--- src/hdl/throttle_scale_speed_ramp_core_macros.svh ---
// Assertion macros used by the throttle scale and ramp controller.
`ifndef THROTTLE_SCALE_SPEED_RAMP_CORE_MACROS_SVH
`define THROTTLE_SCALE_SPEED_RAMP_CORE_MACROS_SVH

// Same-cycle implication, clocked on clk, off while rst_n is low.
`define TSR_ASSERT_IMP(lbl, ante, cons, msg) \
  lbl: assert property (@(posedge clk) disable iff (!rst_n) (ante) |-> (cons)) \
    else $error(msg);

// Next-cycle implication, clocked on clk, off while rst_n is low.
`define TSR_ASSERT_NXT(lbl, ante, cons, msg) \
  lbl: assert property (@(posedge clk) disable iff (!rst_n) (ante) |=> (cons)) \
    else $error(msg);

`endif

--- src/hdl/tsr_pkg.sv ---
// Types, constants and codes for the throttle scale and ramp core.
`default_nettype none

package tsr_pkg;

  // field widths
  localparam int unsigned SAMPLE_W = 10;
  localparam int unsigned SPEED_W  = 17;
  localparam int unsigned TIME_W   = 16;
  localparam int unsigned LEVEL_W  = 14;
  localparam int unsigned DUTY_W   = 8;
  localparam int unsigned BLEND_W  = 10;

  // shared divider
  localparam int unsigned DIV_W = 26;
  localparam int unsigned DVS_W = 17;
  localparam int unsigned CNT_W = 5;

  localparam logic [CNT_W-1:0] NBITS_TGT  = 5'd24;
  localparam logic [CNT_W-1:0] NBITS_F    = 5'd17;
  localparam logic [CNT_W-1:0] NBITS_STEP = 5'd14;

  // arithmetic constants
  localparam logic [LEVEL_W-1:0] FULL_LEVEL  = 14'd10000;
  localparam logic [LEVEL_W-1:0] BLOCK_LEVEL = 14'd5000;
  localparam logic [BLEND_W-1:0] BLEND_ONE   = 10'd1000;
  localparam logic [8:0]         DUTY_BASE   = 9'd25;
  localparam logic [DUTY_W-1:0]  DUTY_MAX    = 8'd255;
  // ceil(2^20 / 55): exact floor(x / 55) for x below 19418
  localparam logic [14:0]        DUTY_RECIP  = 15'd19066;
  // ceil(2^36 / 1000): exact floor(x / 1000) for x below 2^26
  localparam logic [26:0]        T_RECIP     = 27'd68719477;

  // register indexes
  localparam int unsigned CFG_IDX_W = 3;
  localparam logic [CFG_IDX_W-1:0] CFG_SCALE_MIN  = 3'd0;
  localparam logic [CFG_IDX_W-1:0] CFG_SCALE_MAX  = 3'd1;
  localparam logic [CFG_IDX_W-1:0] CFG_SPEED_LIM  = 3'd2;
  localparam logic [CFG_IDX_W-1:0] CFG_TIME_SLOW  = 3'd3;
  localparam logic [CFG_IDX_W-1:0] CFG_TIME_FAST  = 3'd4;

  // register reset values
  localparam logic [SAMPLE_W-1:0] RST_SCALE_MIN = 10'd180;
  localparam logic [SAMPLE_W-1:0] RST_SCALE_MAX = 10'd870;
  localparam logic [SPEED_W-1:0]  RST_SPEED_LIM = 17'd25000;
  localparam logic [TIME_W-1:0]   RST_TIME_SLOW = 16'd1000;
  localparam logic [TIME_W-1:0]   RST_TIME_FAST = 16'd3000;

  typedef enum logic [3:0] {
    S_IDLE,
    S_PROD,
    S_DIV_GO,
    S_DIV_WAIT,
    S_CHK,
    S_BLEND,
    S_TMUL,
    S_TCHK,
    S_LVL,
    S_OUT
  } tsr_state_t;

  typedef enum logic [1:0] {
    OP_TGT,   // offset * 10000 / span
    OP_F,     // speed / limit
    OP_STEP   // 10000 / t
  } tsr_div_op_t;

  typedef enum logic [1:0] {
    LVL_HOLD,
    LVL_TARGET,
    LVL_STEP
  } tsr_lvl_mode_t;

  typedef struct packed {
    logic          load_in;
    logic          prod_en;
    logic          div_start;
    tsr_div_op_t   div_op;
    logic          div_cap;
    logic          blend_en;
    logic          t_load;
    logic          lvl_we;
    tsr_lvl_mode_t lvl_mode;
    logic          out_load;
  } tsr_cmd_t;

  typedef struct packed {
    logic div_done;
    logic tgt_lt;
    logic tgt_gt;
    logic limit_zero;
    logic t_zero;
  } tsr_sts_t;

endpackage

`default_nettype wire

--- src/hdl/tsr_div.sv ---
// Shared restoring divider, one quotient bit per cycle.
`default_nettype none

module tsr_div (
  input  wire logic                       clk,
  input  wire logic                       rst_n,
  input  wire logic                       start,
  input  wire logic [tsr_pkg::DIV_W-1:0]  dividend,  // MSB-aligned to nbits
  input  wire logic [tsr_pkg::DVS_W-1:0]  divisor,
  input  wire logic [tsr_pkg::CNT_W-1:0]  nbits,
  output logic                            done,
  output logic [tsr_pkg::DIV_W-1:0]       quotient
);
  import tsr_pkg::*;

  logic             busy_r;
  logic             done_r;
  logic [CNT_W-1:0] cnt_r;
  logic [DIV_W-1:0] d_r;
  logic [DVS_W-1:0] rem_r;
  logic [DVS_W-1:0] dvs_r;

  logic [DVS_W+1:0] trial;
  logic             fits;
  logic [DVS_W-1:0] rem_nxt;

  assign trial   = {1'b0, rem_r, d_r[DIV_W-1]} - {2'b00, dvs_r};
  assign fits    = !trial[DVS_W+1];
  assign rem_nxt = fits ? trial[DVS_W-1:0] : {rem_r[DVS_W-2:0], d_r[DIV_W-1]};

  always_ff @(posedge clk) begin
    if (!rst_n) begin
      busy_r <= 1'b0;
      done_r <= 1'b0;
      cnt_r  <= '0;
    end else begin
      done_r <= 1'b0;
      if (start) begin
        busy_r <= 1'b1;
        cnt_r  <= nbits;
      end else if (busy_r) begin
        cnt_r <= cnt_r - 1'b1;
        if (cnt_r == CNT_W'(1)) begin
          busy_r <= 1'b0;
          done_r <= 1'b1;
        end
      end
    end
  end

  always_ff @(posedge clk) begin
    if (start) begin
      d_r   <= dividend;
      rem_r <= '0;
      dvs_r <= divisor;
    end else if (busy_r) begin
      d_r   <= {d_r[DIV_W-2:0], fits};
      rem_r <= rem_nxt;
    end
  end

  assign done     = done_r;
  assign quotient = d_r;

endmodule

`default_nettype wire

--- src/hdl/tsr_datapath.sv ---
// Datapath: config registers, target scaling, ramp arithmetic and result register.
`default_nettype none

module tsr_datapath (
  input  wire logic                               clk,
  input  wire logic                               rst_n,
  input  wire tsr_pkg::tsr_cmd_t                  cmd,
  output tsr_pkg::tsr_sts_t                       sts,
  input  wire logic                               cfg_we,
  input  wire logic [tsr_pkg::CFG_IDX_W-1:0]      cfg_index,
  input  wire logic [tsr_pkg::SPEED_W-1:0]        cfg_data,
  input  wire logic [tsr_pkg::SAMPLE_W-1:0]       throttle_sample,
  input  wire logic [tsr_pkg::SPEED_W-1:0]        vehicle_speed,
  input  wire logic                               road_mode,
  output logic [tsr_pkg::LEVEL_W-1:0]             throttle_level,
  output logic [tsr_pkg::DUTY_W-1:0]              pwm_duty,
  output logic                                    assist_blocked
);
  import tsr_pkg::*;

  logic [SAMPLE_W-1:0] scale_min_r, scale_max_r;
  logic [SPEED_W-1:0]  speed_lim_r;
  logic [TIME_W-1:0]   time_slow_r, time_fast_r;

  logic [SAMPLE_W-1:0] sample_r;
  logic [SPEED_W-1:0]  speed_r;
  logic                road_r;
  logic [23:0]         prod_r;
  logic [LEVEL_W-1:0]  target_r;
  logic [BLEND_W-1:0]  f_r;
  logic [DIV_W-1:0]    p_slow_r, p_fast_r;
  logic [TIME_W-1:0]   t_r;
  logic [LEVEL_W-1:0]  step_r;
  logic [LEVEL_W-1:0]  level_r, level_nxt;
  logic [LEVEL_W-1:0]  out_level_r;
  logic [DUTY_W-1:0]   out_duty_r;
  logic                out_blk_r;

  // config writes
  always_ff @(posedge clk) begin
    if (!rst_n) begin
      scale_min_r <= RST_SCALE_MIN;
      scale_max_r <= RST_SCALE_MAX;
      speed_lim_r <= RST_SPEED_LIM;
      time_slow_r <= RST_TIME_SLOW;
      time_fast_r <= RST_TIME_FAST;
    end else if (cfg_we) begin
      case (cfg_index)
        CFG_SCALE_MIN: scale_min_r <= cfg_data[SAMPLE_W-1:0];
        CFG_SCALE_MAX: scale_max_r <= cfg_data[SAMPLE_W-1:0];
        CFG_SPEED_LIM: speed_lim_r <= cfg_data;
        CFG_TIME_SLOW: time_slow_r <= cfg_data[TIME_W-1:0];
        CFG_TIME_FAST: time_fast_r <= cfg_data[TIME_W-1:0];
        default: ;
      endcase
    end
  end

  // offset, span
  logic [SAMPLE_W-1:0] offset;
  logic [SAMPLE_W-1:0] span;
  logic                span_zero, span_neg;

  assign offset    = (sample_r > scale_min_r) ? (sample_r - scale_min_r) : '0;
  assign span      = scale_max_r - scale_min_r;
  assign span_zero = (scale_max_r == scale_min_r);
  assign span_neg  = (scale_max_r < scale_min_r);

  // divider operands, MSB-aligned per operation
  logic [DIV_W-1:0]   div_dividend;
  logic [DVS_W-1:0]   div_divisor;
  logic [CNT_W-1:0]   div_nbits;
  logic               div_done;
  logic [DIV_W-1:0]   div_q;
  logic [DIV_W-1:0]   blend_sum;
  logic [51:0]        t_prod;

  // both products together stay at most 65535 * 1000, no carry out
  assign blend_sum = p_slow_r + p_fast_r;

  // t = blend / 1000 via reciprocal multiply
  assign t_prod = 52'(blend_sum) * 52'(T_RECIP);

  always_comb begin
    case (cmd.div_op)
      OP_TGT: begin
        div_dividend = {prod_r, 2'b00};
        div_divisor  = DVS_W'(span);
        div_nbits    = NBITS_TGT;
      end
      OP_F: begin
        div_dividend = {speed_r, 9'd0};
        div_divisor  = speed_lim_r;
        div_nbits    = NBITS_F;
      end
      OP_STEP: begin
        div_dividend = {FULL_LEVEL, 12'd0};
        div_divisor  = {1'b0, t_r};
        div_nbits    = NBITS_STEP;
      end
      default: begin
        div_dividend = '0;
        div_divisor  = '0;
        div_nbits    = '0;
      end
    endcase
  end

  tsr_div u_div (
    .clk      (clk),
    .rst_n    (rst_n),
    .start    (cmd.div_start),
    .dividend (div_dividend),
    .divisor  (div_divisor),
    .nbits    (div_nbits),
    .done     (div_done),
    .quotient (div_q)
  );

  // working registers
  always_ff @(posedge clk) begin
    if (cmd.load_in) begin
      sample_r <= throttle_sample;
      speed_r  <= vehicle_speed;
      road_r   <= road_mode;
    end
    if (cmd.prod_en)
      prod_r <= 24'(offset) * 24'(FULL_LEVEL);
    if (cmd.blend_en) begin
      p_slow_r <= DIV_W'(time_slow_r) * DIV_W'(BLEND_ONE - f_r);
      p_fast_r <= DIV_W'(time_fast_r) * DIV_W'(f_r);
    end
    if (cmd.t_load)
      t_r <= t_prod[51:36];
    if (cmd.div_cap) begin
      case (cmd.div_op)
        OP_TGT: begin
          if (span_zero)
            target_r <= FULL_LEVEL;
          else if (span_neg)
            target_r <= '0;
          else if (div_q > DIV_W'(FULL_LEVEL))
            target_r <= FULL_LEVEL;
          else
            target_r <= div_q[LEVEL_W-1:0];
        end
        OP_F:    f_r    <= (div_q > DIV_W'(BLEND_ONE)) ? BLEND_ONE : div_q[BLEND_W-1:0];
        OP_STEP: step_r <= div_q[LEVEL_W-1:0];
        default: ;
      endcase
    end
  end

  // level update
  logic [LEVEL_W:0] stepped;

  assign stepped = {1'b0, level_r} + {1'b0, step_r};

  always_comb begin
    case (cmd.lvl_mode)
      LVL_TARGET: level_nxt = target_r;
      LVL_STEP:   level_nxt = (stepped > {1'b0, target_r}) ? target_r
                                                           : stepped[LEVEL_W-1:0];
      default:    level_nxt = level_r;
    endcase
  end

  always_ff @(posedge clk) begin
    if (!rst_n)
      level_r <= '0;
    else if (cmd.lvl_we)
      level_r <= level_nxt;
  end

  // duty = 25 + level/55 via reciprocal multiply
  logic [28:0] duty_prod;
  logic [8:0]  duty_sum;

  assign duty_prod = 29'(level_r) * 29'(DUTY_RECIP);
  assign duty_sum  = DUTY_BASE + duty_prod[28:20];

  always_ff @(posedge clk) begin
    if (cmd.out_load) begin
      out_level_r <= level_r;
      if (road_r)
        out_duty_r <= '0;
      else if (duty_sum > 9'(DUTY_MAX))
        out_duty_r <= DUTY_MAX;
      else
        out_duty_r <= duty_sum[DUTY_W-1:0];
      out_blk_r <= road_r && (level_r >= BLOCK_LEVEL);
    end
  end

  assign sts.div_done   = div_done;
  assign sts.tgt_lt     = (target_r < level_r);
  assign sts.tgt_gt     = (target_r > level_r);
  assign sts.limit_zero = (speed_lim_r == '0);
  assign sts.t_zero     = (t_r == '0);

  assign throttle_level = out_level_r;
  assign pwm_duty       = out_duty_r;
  assign assist_blocked = out_blk_r;

endmodule

`default_nettype wire

--- src/hdl/tsr_ctrl.sv ---
// Controller FSM: sequences scaling, the ramp divisions and the result handshake.
`default_nettype none

`include "throttle_scale_speed_ramp_core_macros.svh"

module tsr_ctrl (
  input  wire logic              clk,
  input  wire logic              rst_n,
  input  wire logic              in_tvalid,
  output logic                   in_tready,
  output logic                   out_tvalid,
  input  wire logic              out_tready,
  output tsr_pkg::tsr_cmd_t      cmd,
  input  wire tsr_pkg::tsr_sts_t sts
);
  import tsr_pkg::*;

  tsr_state_t    state_r, state_nxt;
  tsr_div_op_t   op_r, op_nxt;
  tsr_lvl_mode_t mode_r, mode_nxt;
  logic          out_valid_r, out_valid_nxt;

  always_ff @(posedge clk) begin
    if (!rst_n) begin
      state_r     <= S_IDLE;
      op_r        <= OP_TGT;
      mode_r      <= LVL_HOLD;
      out_valid_r <= 1'b0;
    end else begin
      state_r     <= state_nxt;
      op_r        <= op_nxt;
      mode_r      <= mode_nxt;
      out_valid_r <= out_valid_nxt;
    end
  end

  always_comb begin
    state_nxt    = state_r;
    op_nxt       = op_r;
    mode_nxt     = mode_r;
    in_tready    = 1'b0;
    cmd          = '0;
    cmd.div_op   = op_r;
    cmd.lvl_mode = mode_r;

    case (state_r)
      S_IDLE: begin
        in_tready = 1'b1;
        if (in_tvalid) begin
          cmd.load_in = 1'b1;
          state_nxt   = S_PROD;
        end
      end
      S_PROD: begin
        cmd.prod_en = 1'b1;
        op_nxt      = OP_TGT;
        state_nxt   = S_DIV_GO;
      end
      S_DIV_GO: begin
        cmd.div_start = 1'b1;
        state_nxt     = S_DIV_WAIT;
      end
      S_DIV_WAIT: begin
        if (sts.div_done) begin
          cmd.div_cap = 1'b1;
          case (op_r)
            OP_TGT:  state_nxt = S_CHK;
            OP_F:    state_nxt = S_BLEND;
            OP_STEP: begin
              mode_nxt  = LVL_STEP;
              state_nxt = S_LVL;
            end
            default: state_nxt = S_IDLE;
          endcase
        end
      end
      S_CHK: begin
        if (sts.tgt_lt || sts.limit_zero) begin
          mode_nxt  = LVL_TARGET;
          state_nxt = S_LVL;
        end else if (!sts.tgt_gt) begin
          mode_nxt  = LVL_HOLD;
          state_nxt = S_LVL;
        end else begin
          op_nxt    = OP_F;
          state_nxt = S_DIV_GO;
        end
      end
      S_BLEND: begin
        cmd.blend_en = 1'b1;
        state_nxt    = S_TMUL;
      end
      S_TMUL: begin
        cmd.t_load = 1'b1;
        state_nxt  = S_TCHK;
      end
      S_TCHK: begin
        if (sts.t_zero) begin
          mode_nxt  = LVL_TARGET;
          state_nxt = S_LVL;
        end else begin
          op_nxt    = OP_STEP;
          state_nxt = S_DIV_GO;
        end
      end
      S_LVL: begin
        cmd.lvl_we = 1'b1;
        state_nxt  = S_OUT;
      end
      S_OUT: begin
        // wait for the result register to free up
        if (!out_valid_r || out_tready) begin
          cmd.out_load = 1'b1;
          state_nxt    = S_IDLE;
        end
      end
      default: state_nxt = S_IDLE;
    endcase
  end

  always_comb begin
    if (cmd.out_load)
      out_valid_nxt = 1'b1;
    else if (out_tready)
      out_valid_nxt = 1'b0;
    else
      out_valid_nxt = out_valid_r;
  end

  assign out_tvalid = out_valid_r;

  `TSR_ASSERT_NXT(a_accept_starts, in_tvalid && in_tready, state_r == S_PROD,
                  "accepted transaction did not start processing")
  `TSR_ASSERT_NXT(a_valid_from_out, !out_valid_r && (state_r != S_OUT), !out_valid_r,
                  "result valid raised outside the output step")
  `TSR_ASSERT_NXT(a_no_overwrite, (state_r == S_OUT) && out_valid_r && !out_tready,
                  state_r == S_OUT, "pending result overwritten")
  `TSR_ASSERT_IMP(a_done_in_wait, sts.div_done, state_r == S_DIV_WAIT,
                  "divider finished while controller not waiting")

endmodule

`default_nettype wire

--- src/hdl/throttle_scale_speed_ramp_core.sv ---
// Processing time from input transaction to out_tvalid is set mostly by the shared divider,
// which yields one quotient bit per cycle (24 + 17 + 14 bits worst case); the blended
// time is divided by 1000 with a reciprocal multiply registered in t_r.
// A new item is taken only once the previous result is parked in the output register,
// which may still wait on out_tready; no item is taken while one is in progress.
// Reset (rst_n low, synchronous): level 0, config registers to defaults, no result pending.
`default_nettype none

module throttle_scale_speed_ramp_core (
  input  wire logic                            clk,
  input  wire logic                            rst_n,
  // input stream
  input  wire logic                            in_tvalid,
  output logic                                 in_tready,
  input  wire logic [31:0]                     in_tdata,  // throttle_sample, vehicle_speed
  input  wire logic                            in_tuser,  // road_mode
  // result stream
  output logic                                 out_tvalid,
  input  wire logic                            out_tready,
  output logic [23:0]                          out_tdata, // throttle_level, pwm_duty
  output logic                                 out_tuser, // assist_blocked
  // config writes
  input  wire logic                            cfg_valid,
  output logic                                 cfg_ready,
  input  wire logic [tsr_pkg::CFG_IDX_W-1:0]   cfg_index,
  input  wire logic [tsr_pkg::SPEED_W-1:0]     cfg_data
);
  import tsr_pkg::*;

  tsr_cmd_t           cmd;
  tsr_sts_t           sts;
  logic [LEVEL_W-1:0] throttle_level;
  logic [DUTY_W-1:0]  pwm_duty;
  logic               assist_blocked;

  assign cfg_ready = 1'b1;

  tsr_ctrl u_ctrl (
    .clk        (clk),
    .rst_n      (rst_n),
    .in_tvalid  (in_tvalid),
    .in_tready  (in_tready),
    .out_tvalid (out_tvalid),
    .out_tready (out_tready),
    .cmd        (cmd),
    .sts        (sts)
  );

  tsr_datapath u_dp (
    .clk             (clk),
    .rst_n           (rst_n),
    .cmd             (cmd),
    .sts             (sts),
    .cfg_we          (cfg_valid && cfg_ready),
    .cfg_index       (cfg_index),
    .cfg_data        (cfg_data),
    .throttle_sample (in_tdata[SAMPLE_W-1:0]),
    .vehicle_speed   (in_tdata[SAMPLE_W+SPEED_W-1:SAMPLE_W]),
    .road_mode       (in_tuser),
    .throttle_level  (throttle_level),
    .pwm_duty        (pwm_duty),
    .assist_blocked  (assist_blocked)
  );

  assign out_tdata = {2'b00, pwm_duty, throttle_level};
  assign out_tuser = assist_blocked;

endmodule

`default_nettype wire
--- config.mk ---
export PLATFORM = sky130hd
export DESIGN_NAME = throttle_scale_speed_ramp_core
export DESIGN_NICKNAME = d
export VERILOG_FILES = /design/src/hdl/tsr_pkg.sv /design/src/hdl/tsr_div.sv /design/src/hdl/tsr_datapath.sv /design/src/hdl/tsr_ctrl.sv /design/src/hdl/throttle_scale_speed_ramp_core.sv
export VERILOG_INCLUDE_DIRS = /design/src /design/src/hdl
export SDC_FILE = /design/constraint.sdc
export NUM_CORES = 2
export LEC_CHECK = 0
export BUFFER_PORTS_ARGS = -buffer_cell sky130_fd_sc_hd__buf_2
export CORE_MARGIN = 4
export CORE_UTILIZATION = 66
export CTS_CLUSTER_SIZE = 16
export DETAILED_ROUTE_END_ITERATION = 12
export GPL_TIMING_DRIVEN = 0
export PLACE_DENSITY = 0.87
export SLEW_MARGIN = 25
export SYNTH_ARGS = -nofsm -noshare
export SYNTH_HDL_FRONTEND = slang
export SYNTH_SLANG_ARGS = --single-unit
--- constraint.sdc ---
create_clock -name clk -period 11.85 [get_ports clk]
set_input_delay 0.5925 -clock clk [delete_from_list [all_inputs] [get_ports clk]]
set_output_delay 0.5925 -clock clk [all_outputs]
set_load 0.02 [all_outputs]
Word-level counts from Yosys, hierarchy flattened
Cells that the tools add are included.
Cells by class
  bitwise operators: 2
  multiply operators: 5
  reduce and logical (&&, ||, !) cells: 29
  equal/unequal tests: 28
  add/sub/neg operators: 8
  mux-type cells: 50
  order comparisons: 9
Operators with widths (count)
  $pmux 26 s3: 1
  $mul 26x27->52 const B: 1
  $mux 26: 2
  $pmux 17 s3: 1
  $mux 14: 3
  $pmux 4 s10: 1
  $mul 14x14->28 const B: 1
  $pmux 14 s2: 1
  $add 26x26->26: 1
  $gt 26x10->1 const B: 1
  $gt 26x14->1 const B: 1
  $mul 16x10->26: 1
  $mul 16x26->26: 1
  $mux 4: 6
  $mul 10x10->20 const B: 1
  $sub 10x10->10: 2
  $sub 18x17->19: 1
  $mux 1: 18
  $reduce_and 2->1: 9
  $logic_not 17->1: 1
  $mux 17: 1
  $eq 4x3->1 const B: 4
  $logic_not 16->1: 1
  $mux 2: 8
  43 further kinds: 63
Word-level totals
  word-level logic and storage cells: 161
  input bits: 58
  output and inout bits: 28
  flip-flop bits (word level): 336

Logic depth before layout (Yosys ltp)
  depth after elaboration: 5
  mapped depth: 39
  gate-level depth less buffers: 39

By module
Synthesis repeated with hierarchy kept, for this count alone.
Unflattened totals
  cells, all modules: 4409
  area, all modules: 43022.5 um^2
By module, submodules not included
  tsr_datapath: area each 38675.8 um^2, times used 1, seq. area each 6976.7 um^2, cells each 3987
  tsr_div: area each 3612.2 um^2, times used 1, seq. area each 1771.7 um^2, cells each 330
  tsr_ctrl: area each 704.4 um^2, times used 1, seq. area each 180.2 um^2, cells each 87
  throttle_scale_speed_ramp_core: area each 30.0 um^2, times used 1, seq. area each 0.0 um^2, cells each 5

Least setup slack after synthesis
No wires, ideal clock.
  kind: reg2reg
  start point: register u_dp.p_fast_r[0]
  end point: register u_dp.t_r[15] (data pin)
  arrival time: 8736 ps
  stages on the path, launching flop included: 40
  data required time: 11590 ps
  setup time: 260 ps
  buffers on the path: 0
  slack: 2855 ps
  period minus slack after synthesis: 8995 ps
  cell sequence: edfxtp_1 -> ha_1 -> inv_1 -> fa_1 -> nor2b_1 -> o21ai_0 -> a21boi_0 -> o21ai_0 -> a21oi_1 -> a211oi_1 -> nor3_1 -> a41oi_1 -> a21oi_1 -> o21a_1 -> nor2_1 -> xnor2_1 -> fa_1 -> inv_1 -> (+4 left out) -> fa_1 -> fa_1 -> inv_1 -> fa_1 -> inv_1 -> ha_1 -> a21o_1 -> a21o_1 -> a21oi_1 -> o21ai_0 -> nor4b_1 -> a211oi_1 -> o21ai_1 -> nor3_1 -> o211ai_1 -> and3_1 -> nor3_1 -> xnor2_1
On the way
  word-level cells in the longest chain between the ends: 2
RTL lines
  from (decl): RTL line tsr_datapath.sv:31  | logic [DIV_W-1:0] p_slow_r, p_fast_r;
  from (signal assigned): RTL line tsr_datapath.sv:131  | p_fast_r <= DIV_W'(time_fast_r) * DIV_W'(f_r);
  $add 26x26->26: RTL line tsr_datapath.sv:79  | assign blend_sum = p_slow_r + p_fast_r;
  $mul 26x27->52: RTL line tsr_datapath.sv:82  | assign t_prod = 52'(blend_sum) * 52'(T_RECIP);
  net u_dp.t_prod[51]: RTL line tsr_datapath.sv:76  | logic [51:0] t_prod;
  to (signal assigned): RTL line tsr_datapath.sv:134  | t_r <= t_prod[51:36];
  to (decl): RTL line tsr_datapath.sv:32  | logic [TIME_W-1:0] t_r;
The timed path passes the listed nets, and every way through them passes these cells.
A chain may end at the register's enable or synchronous reset.

Worst setup path after layout
  start point: register u_dp.p_fast_r[0]
  end point: register u_dp.t_r[7] (data pin)
Same word-level chain as after synthesis.

==> results.md <==
* Status: finished clean
* Slew @ Worst Pin at 1050 ps
* Layout cells sized above 1 at 4.64%
* Netlist cell types at 87
* CTS Buffer Depth at 3
* Initial drt markers at 2827
* Met2 global-route usage at 53.4%
* Slew Limit Fails at 0
* Max_cap viols at 0
* Critical path class: reg -> reg
* Synth cell count leaders: inv_1 (868), ha_1 (676), fa_1 (592), nand2_1 (456), a21oi_1 (222)
* RSZ-0062 raised after global routing: false
* Die Y at 264 microns
* FF-to-FF Start: u_dp.p_fast_r[0]
* Cell row count at 93
* Syn_area_per_cell at 9.77 sq um
* Routed via count at 32400
* Slowest CP cell: nor4b_1
* Nets@finish at 5892
* Cell taking the most area after synthesis: fa_1
* Cells after Synth at 4439
* First-pass iteration count of the detailed router at 6
* Post-DP HPWL at 88200 microns
* Remaining antenna violation count at 0
* Aggregate global-route resource usage at 31.4%
* Min Tclk post-route at 11460 ps
* Hold Vio Cnt, Final at 0
* Sum Neg Setup Slack at 0 ps
* GRT Max-Usage Layer: met2
* Total wire length at 109000 microns
* Vias in the first global route at 34400
* Avg Vias per Cell at 5.94
* Worst Hold Launch: in_tdata[12]
* Final setup viols at 0
* Synth warn at 0
* Crit start category: flip-flop
* Wire per inst at 19.9 microns
* Top cell by count, worst path: fa_1
* Post-synth EDFFs at 220
* GRT overflow at 0
* TritonCTS Sinks at 336
* Post-cts sizing count at 0
* First-pass GRT wire length at 176000 microns
* HP Class: in -> reg
* Max Fclk at 87.3 MHz
* Die ar. at 69900 sq um
* Most frequent cell after synthesis: inv_1
* Initial antenna violation count at 0
* Top delay family on crit path: adder cells
* Mapped Area at 43400 sq um
* Ports at 86
* Ant diodes at 0
* Setup bufs post-CTS at 0
* Core Region at 64700 sq um
* Async set or reset register ratio after synthesis at 0%
* Sequential area share after synthesis at 20.6%
* Required time worst endpoint at 12160 ps
* Pin count of the biggest net entering global routing at 28
* Crit. End Element: flip-flop
* TritonCTS buffer count at 38
* Main area contributors after synthesis: fa_1 (27%), ha_1 (20%), edfxtp_1 (15%), inv_1 (7.5%), dfxtp_1 (5.4%)
* Synth Register Bits at 336
* # hold bufs at CTS at 0
* CTS tree: done
* Post-synth top area share at 27.3%
* Clock skew at 36.4 ps
* Fin crit share at 96.7%
* Worst skew pair latency at 580 ps
* Max-slew headroom at 30.1%
* H-Tree Depth at 2
* CTS Root Cell: clkbuf_16
* RePlAce Congestion at 0.958
* Worst Setup SP: u_dp.p_fast_r[0]
* Layout overhead on the synthesized area at 6.81%
* Met3 Use GR at 6.15%
* Residual DRC count at 0
* DIE WIDTH at 264 microns
* Crit Path Max Fanout at 8
* Crit-path max cell delay at 810 ps
* Starting density of the core at 67.0%
* Met1 Use GR at 39.3%
* Crit path DAT at 11780 ps
* I/O Buffers at 77
* Worst Path Buf+Inv at 3
* Prevailing post-synth register cell: edfxtp_1
* Clk slew on worst S/H paths at 70 ps
## cell type report
class,instances,area (sq um)
Tap cell,855,1070
Buffer,129,498
Sequential cell,336,8930
Clock inverter,20,168
Fill cell,4430,18400
Clock buffer,49,1040
Multi-Input combinational cell,3106,30800
Timing Repair Buffer,86,509
Inverter,869,3260
## routing by layer
layer  vias up  wire length, microns  part of all wire (%)
met1     15800                 40800                    38
met4         0                  5990                   5.5
met3       418                  9820                   9.0
met5         -                     0                     0
met2      1581                 52000                    48
li1      14600                     -                     -
## cells in the final DEF (no fill, tap or decap), types with 116 or more instances in the layout
cell,netlist,routed
inv_1,868,867
edfxtp_1,220,220
clkbuf_1,115,121
nand2_1,456,456
a21oi_1,222,222
fa_1,592,592
nor2_1,172,168
and2_1,164,163
ha_1,676,676
xnor2_1,126,116
dfxtp_1,116,116
## cell families after synthesis
kind of cell | share of synthesized area (%)
adder cells (fa/ha/maj) | 46.9
other | 0.0173
buffers and inverters | 8.67
AO/OA/AOI/OAI | 8.54
multiplexers | 0.496
XOR/XNOR | 3.25
AND/OR/NAND/NOR | 11.6
flip-flops | 20.6
## metrics by stage
step                      util, %  hold WS, ps  instance area, sq um  std cells  worst slack (ps)
after global routing         71.6          178                 46300       5450              6.91
final                        71.6          192                 46300       5450               390
after floorplan                 -          435                 43400       4440              2850
after CTS                    71.5          164                 46300       5450               833
after global placement       69.3          440                 44800       5372              1190
after detailed placement     69.7          446                 45100       5381               867
## sequential cells by signal, summed over array words and instances, names as in the netlist, 14 cells and up
register,flops
u_dp.level_r,14
u_dp.p_fast_r,26
u_dp.p_slow_r,26
u_dp.prod_r,20
u_dp.speed_lim_r,17
u_dp.speed_r,17
u_dp.step_r,14
u_dp.t_r,16
u_dp.target_r,14
u_dp.throttle_level,14
u_dp.time_fast_r,16
u_dp.time_slow_r,16
u_dp.u_div.dvs_r,17
u_dp.u_div.quotient,26
u_dp.u_div.rem_r,17
## final timing paths
check / depth (start not counted) / end / slack (ps)
setup / recovery: 36 / u_dp.t_r[7] / 390
hold / removal: 1 / u_dp.speed_r[2] / 190
setup reg to reg: 36 / u_dp.t_r[7] / 390
hold reg to reg: 2 / u_dp.scale_min_r[6] / 450
Power is not shown: default switching activity piles up to over one toggle a cycle in this logic, so the estimate is an artifact.
